## src/rtl/aabb_pkg.sv

```systemverilog
// ----------------------------------------------------------------------------
// aabb_pkg
// Types and constants shared by the bounding box transform datapath.
// ----------------------------------------------------------------------------
`default_nettype none

package aabb_pkg;

    localparam int NUM_REGS   = 6;
    localparam int NUM_ROWS   = 3;
    localparam int NUM_AXES   = 3;
    localparam int NUM_STAGES = 4;
    localparam int REG_W      = 64;
    localparam int REG_IDX_W  = 3;
    localparam int COORD_W    = 32;
    localparam int PROD_W     = 2 * COORD_W;
    localparam int SUM_W      = PROD_W + 2;

    localparam logic [REG_IDX_W-1:0] REG_ROW0_COLS01 = 3'd0;
    localparam logic [REG_IDX_W-1:0] REG_ROW0_COLS23 = 3'd1;
    localparam logic [REG_IDX_W-1:0] REG_ROW1_COLS01 = 3'd2;
    localparam logic [REG_IDX_W-1:0] REG_ROW1_COLS23 = 3'd3;
    localparam logic [REG_IDX_W-1:0] REG_ROW2_COLS01 = 3'd4;
    localparam logic [REG_IDX_W-1:0] REG_ROW2_COLS23 = 3'd5;

    typedef struct packed {
        logic signed [COORD_W-1:0] local_min_x;
        logic signed [COORD_W-1:0] local_min_y;
        logic signed [COORD_W-1:0] local_min_z;
        logic signed [COORD_W-1:0] local_max_x;
        logic signed [COORD_W-1:0] local_max_y;
        logic signed [COORD_W-1:0] local_max_z;
    } in_beat_t;

    typedef struct packed {
        logic signed [COORD_W-1:0] world_min_x;
        logic signed [COORD_W-1:0] world_min_y;
        logic signed [COORD_W-1:0] world_min_z;
        logic signed [COORD_W-1:0] world_max_x;
        logic signed [COORD_W-1:0] world_max_y;
        logic signed [COORD_W-1:0] world_max_z;
    } out_beat_t;

    typedef struct packed {
        logic signed [COORD_W-1:0] c0;
        logic signed [COORD_W-1:0] c1;
        logic signed [COORD_W-1:0] c2;
        logic signed [COORD_W-1:0] trans;
    } coef_row_t;

    typedef coef_row_t [NUM_ROWS-1:0] coef_set_t;

    typedef logic [NUM_AXES-1:0][COORD_W-1:0] coord3_t;

    typedef struct packed {
        logic [NUM_STAGES-1:0] load;
    } stage_ctl_t;

endpackage

`default_nettype wire

```

## src/rtl/aabb_cfg.sv

```systemverilog
// ----------------------------------------------------------------------------
// aabb_cfg
// Matrix register file: six 64-bit registers, two coefficients each.
// ----------------------------------------------------------------------------
`default_nettype none

module aabb_cfg
    import aabb_pkg::*;
#(
    parameter int FRAC_BITS = 16
)
(
    input  wire logic                 clk,
    input  wire logic                 rst_n,
    input  wire logic                 cfg_wr_en,
    input  wire logic [REG_IDX_W-1:0] cfg_index,
    input  wire logic [REG_W-1:0]     cfg_data,
    output coef_set_t                 coefs
);

    localparam logic [REG_W-1:0] ONE_FIXED = REG_W'(1) << FRAC_BITS;

    logic [REG_W-1:0] regs_reg [NUM_REGS];

    always_ff @(posedge clk or negedge rst_n)
    begin
        if (!rst_n)
        begin
            regs_reg[0] <= ONE_FIXED;
            regs_reg[1] <= '0;
            regs_reg[2] <= ONE_FIXED << COORD_W;
            regs_reg[3] <= '0;
            regs_reg[4] <= '0;
            regs_reg[5] <= ONE_FIXED;
        end
        else if (cfg_wr_en)
        begin
            unique case (cfg_index)
                REG_ROW0_COLS01: regs_reg[0] <= cfg_data;
                REG_ROW0_COLS23: regs_reg[1] <= cfg_data;
                REG_ROW1_COLS01: regs_reg[2] <= cfg_data;
                REG_ROW1_COLS23: regs_reg[3] <= cfg_data;
                REG_ROW2_COLS01: regs_reg[4] <= cfg_data;
                REG_ROW2_COLS23: regs_reg[5] <= cfg_data;
                default: ;
            endcase
        end
    end

    always_comb
    begin
        for (int r = 0; r < NUM_ROWS; r++)
        begin
            coefs[r].c0    = regs_reg[2*r][COORD_W-1:0];
            coefs[r].c1    = regs_reg[2*r][REG_W-1:COORD_W];
            coefs[r].c2    = regs_reg[2*r+1][COORD_W-1:0];
            coefs[r].trans = regs_reg[2*r+1][REG_W-1:COORD_W];
        end
    end

endmodule

`default_nettype wire

```

## config.mk

```make
export PLATFORM = sky130hd
export DESIGN_NAME = aabb_cfg
export DESIGN_NICKNAME = d
export VERILOG_FILES = /design/src/rtl/aabb_pkg.sv /design/src/rtl/aabb_cfg.sv
export SDC_FILE = /design/constraint.sdc
export NUM_CORES = 1
export LEC_CHECK = 0
export BUFFER_PORTS_ARGS = -buffer_cell sky130_fd_sc_hd__buf_2
export CAP_MARGIN = 40
export CORE_AREA = 2 2 174 176
export CTS_CLUSTER_DIAMETER = 150
export DETAILED_ROUTE_END_ITERATION = 10
export DIE_AREA = 0 0 176 178
export GPL_ROUTABILITY_DRIVEN = 0
export GPL_TIMING_DRIVEN = 0
export PLACE_DENSITY = 0.8
export SYNTH_ARGS = -nofsm -noshare
export SYNTH_HDL_FRONTEND = slang
export SYNTH_SLANG_ARGS = --single-unit
```

## constraint.sdc

```tcl
create_clock -name clk -period 1 [get_ports clk]
set_input_delay 0.3 -clock clk [delete_from_list [all_inputs] [get_ports clk]]
set_output_delay 0.3 -clock clk [all_outputs]
set_load 0.01 [all_outputs]
```

# Word level (Yosys, flattened, before mapping)
# Cells that the tools add are included.
# word_totals
ff_bits	384
inputBits	70
output_inout_bits	384
word_cells	18
# classes
n_eq_ne	5
n_reduce_logical	7
# op_table
op	count
$reduce_and A2 Y1	6
$eq A3 B2 Y1 const B	2
$eq A3 B3 Y1 const B	2
$eq A3 B1 Y1 const B	1
$logic_not A3 Y1	1

# Depth between registers and ports, before layout
# depth
depth_word	2
depth_mapped	4
depth_no_buf	2

# Worst setup path after synthesis
# Ideal clock, no wire load.
# synth_timing
path_type	input to register
start	input port cfg_index[1]
end	register regs_reg (netlist bit coefs[100])
setup_time_ns	0.127
arrival_time_ns	1.217
required_time_ns	0.873
setup_slack_ns	-0.345
cell_stages	4
n_path_buf	2
path_cell_list	nor4b_2 -> buf_4 -> buf_6 -> mux2_1
# synth_via
elab_chain_len	2
# synth_rtl
item	line	text
start: declaration	aabb_cfg.sv:16	input wire logic [REG_IDX_W-1:0] cfg_index,
$logic_not A3 Y1	aabb_cfg.sv:38	unique case (cfg_index)
$reduce_and A2 Y1 (no source line)	-	
end: declaration	aabb_cfg.sv:23	logic [REG_W-1:0] regs_reg [NUM_REGS];
# No other way between the ends.
# A chain may end at the register's enable or synchronous reset.

# Worst setup path in the final report
# layout_timing
start	register regs_reg (netlist bit coefs[304])
end	output port coefs[304] (netlist name)
# layout_rtl
item	line	text
end: declaration	aabb_cfg.sv:18	output coef_set_t coefs
# No word-level cell between the ends.

==> flow_summary.ini <==
[status]
status = finished, violations left
violations = hold timing, setup timing

[yosys]
synth_mux_area_frac = 0.3301
ys_seq_elements = 384
synth_xor_area_frac = 0
synth_cells = 816
synth_cell_types = 12
ys_seq_area_frac = 0.6346
yosys.area_share.simple = 0.004626
synth_top_area_frac = 0.6294
synth_area_leaders = dfrtp_1 (63%), mux2_4 (18%), mux2_1 (15%)
avgSynthCellArea_um2 = 18.56
synth_top_family_by_area = multiplexers
synth_warnings = 0
synth_compound_area_frac = 0
synthAdderAreaFrac = 0
synth_top_area_cell = dfrtp_1
syn-num-nets = 886
synthesis.area_um2 = 15150

[die]
fp.dieH_um = 178
pin_count = 454
rows = 63
design.core.area_um2 = 29400
die_area_um2 = 31330
fp.dieW_um = 176
initial_core_util = 0.5152

[route]
finalWirelength_um = 66920
met3_length_um = 5823
vias = 12270
drtAntennaViolNets = 0
viasPerCell = 5.635
maxUsedRoutingLayer = met4
wl_met2_um = 32570
avgRoutedWirePerCell_um = 30.73
drt-met1-wl_um = 23730
drtIter0Drc = 920
post-route-drc-count = 0
drt_first_pass_iters = 5

[timing]
fmax_mhz = 667.8
setup_ws_ns = -0.4975
finClkSkew_ns = 0
finalSetupViolCount = 759
rsz0062_at_grt = yes
timing.final.crit_share = 1.498
hold_viol = 80
tns_ns = -194.00
holdWs_ns = -0.2796
slew_headroom = 0.6328
tightest_slew_ns = 0.5508
fin_crit_ns = 1.498
slew_violations = 0

[placement]
placedCellCount = 1662
io_buffers = 453
hpwl_um = 26390

[worst_setup_path]
slowest_delay_ns = 0.55
crit_slowest_cell = dfstp_2
end_kind = primary output
path_class = flip-flop to primary output
crit_arrival_ns = 1.20
critical-path-top-delay-family = flip-flops
timing.rr.start = coefs[64]$_DFFE_PN0P_
r2r_setup_slack_ns = -0.17
start_kind = flip-flop
r2r_end = coefs[64]$_DFFE_PN0P_
cp.required_ns = 0.70
cp_max_fo = 2
cp_num_buf_inv = 1
crit_chain = buf_6
r2r_cells = 3

[clock_tree]
clock_path_buffers = 3
cts_sinks = 384
clkTransAtPathRegs_ns = 0.06
cts-root-buf = clkbuf_16
cts_tree = done
cts_htree_levels = 2
clk_latency_ns = 0.53
cts_buffers = 40

[global_route]
grt_overflow = 0
grt_usage = 0.3412
grt_pass1_vias = 12080
antenna_found_initial = 3
grt_first_pass_wirelength_um = 79660
grt_max_degree = 102

[cells_and_area]
area_growth_pct = 71.17
final_common_cell = dfrtp_1
instances_no_fill = 2178
largest_reg_flops = 384
layout.nets = 1827
final_cell_mix = dfrtp_1 (381), mux2_4 (376), buf_4 (364)
layout-drive-gt1-share = 0.7780

[min_path]
min_path_type = primary input to asynchronous set/reset pin

[power]
power_leakage_uw = 0.01334
irDropWorstVdd_mv = 1.792
power_density_nw_per_um2 = 2272

[job]
cap_viol_max_count = 0
==> routing by layer <==
layer / track usage / vias up
li1: - / 4770
met1: 0.4158 / 6354
met2: 0.5740 / 808
met3: 0.08717 / 340
met4: 0.1581 / 0
met5: 0 / -
==> power breakdown <==
part           total (uW)  switching [uW]  internal (uW)
clock               15200            6720           8510
sequential          22000            3030          19000
combinational       21600            8270          13400
==> cells in the mapped netlist <==
cell,instances
buf_6,21
buf_2,2
mux2_4,180
mux2_2,8
buf_4,13
dfstp_2,3
buf_12,6
and4bb_1,3
mux2_1,196
dfrtp_1,381
nor4b_2,1
nand4b_1,2
==> logic make-up after synthesis <==
logic type             Yosys count
buffers and inverters           42
AND/OR/NAND/NOR                  6
flip-flops                     384
multiplexers                   384
==> area by class of cell <==
class                           instances  area [um2]
Timing Repair Buffer                  906        8051
Clock inverter                          7       77.57
Buffer                                 35       665.6
Multi-Input combinational cell        390        5826
Tap cell                              390       488.0
Sequential cell                       384        9613
Clock buffer                           62        1196
Fill cell                            1023        3475
Antenna cell                            4       10.01
==> stage by stage <==
step | utilization | worst slack [ns] | area [um2] | total power [uW]
finish | 0.8818 | -0.4975 | 25930 | 58900
floorplan | - | -0.3209 | 15770 | 27370
detailed placement | 0.6333 | -0.7893 | 18620 | 32910
global placement | 0.6302 | -7.595 | 18530 | 32490
CTS | 0.8198 | -0.4970 | 24100 | 52380
global route | 0.8817 | -0.5166 | 25920 | 60320
==> how the worst max path moves through the flow <==
stage	start	endpoint	slack [ns]	cells after the start
global route	coefs[304]$_DFFE_PN1P_	coefs[304]	-0.52	1
floorplan	cfg_index[1]	coefs[100]$_DFFE_PN0P_	-0.32	4
finish	coefs[304]$_DFFE_PN1P_	coefs[304]	-0.50	1
CTS	coefs[304]$_DFFE_PN1P_	coefs[304]	-0.50	1
global placement	rst_n	coefs[378]$_DFFE_PN0P_	-7.60	1
detailed placement	rst_n	coefs[55]$_DFFE_PN0P_	-0.79	3
==> what timing repair did <==
| item | in CTS | in global routing |
|---|---|---|
| setup endpoints to repair | 742 | 761 |
| pin swaps | 3 | 4 |
| cloned | 31 | 7 |
| hold endpoints to repair | 80 | 80 |
| gates resized for setup | 301 | 185 |
| setup buffers | 241 | 205 |
No activity file was read; power rests on OpenSTA's default activity.
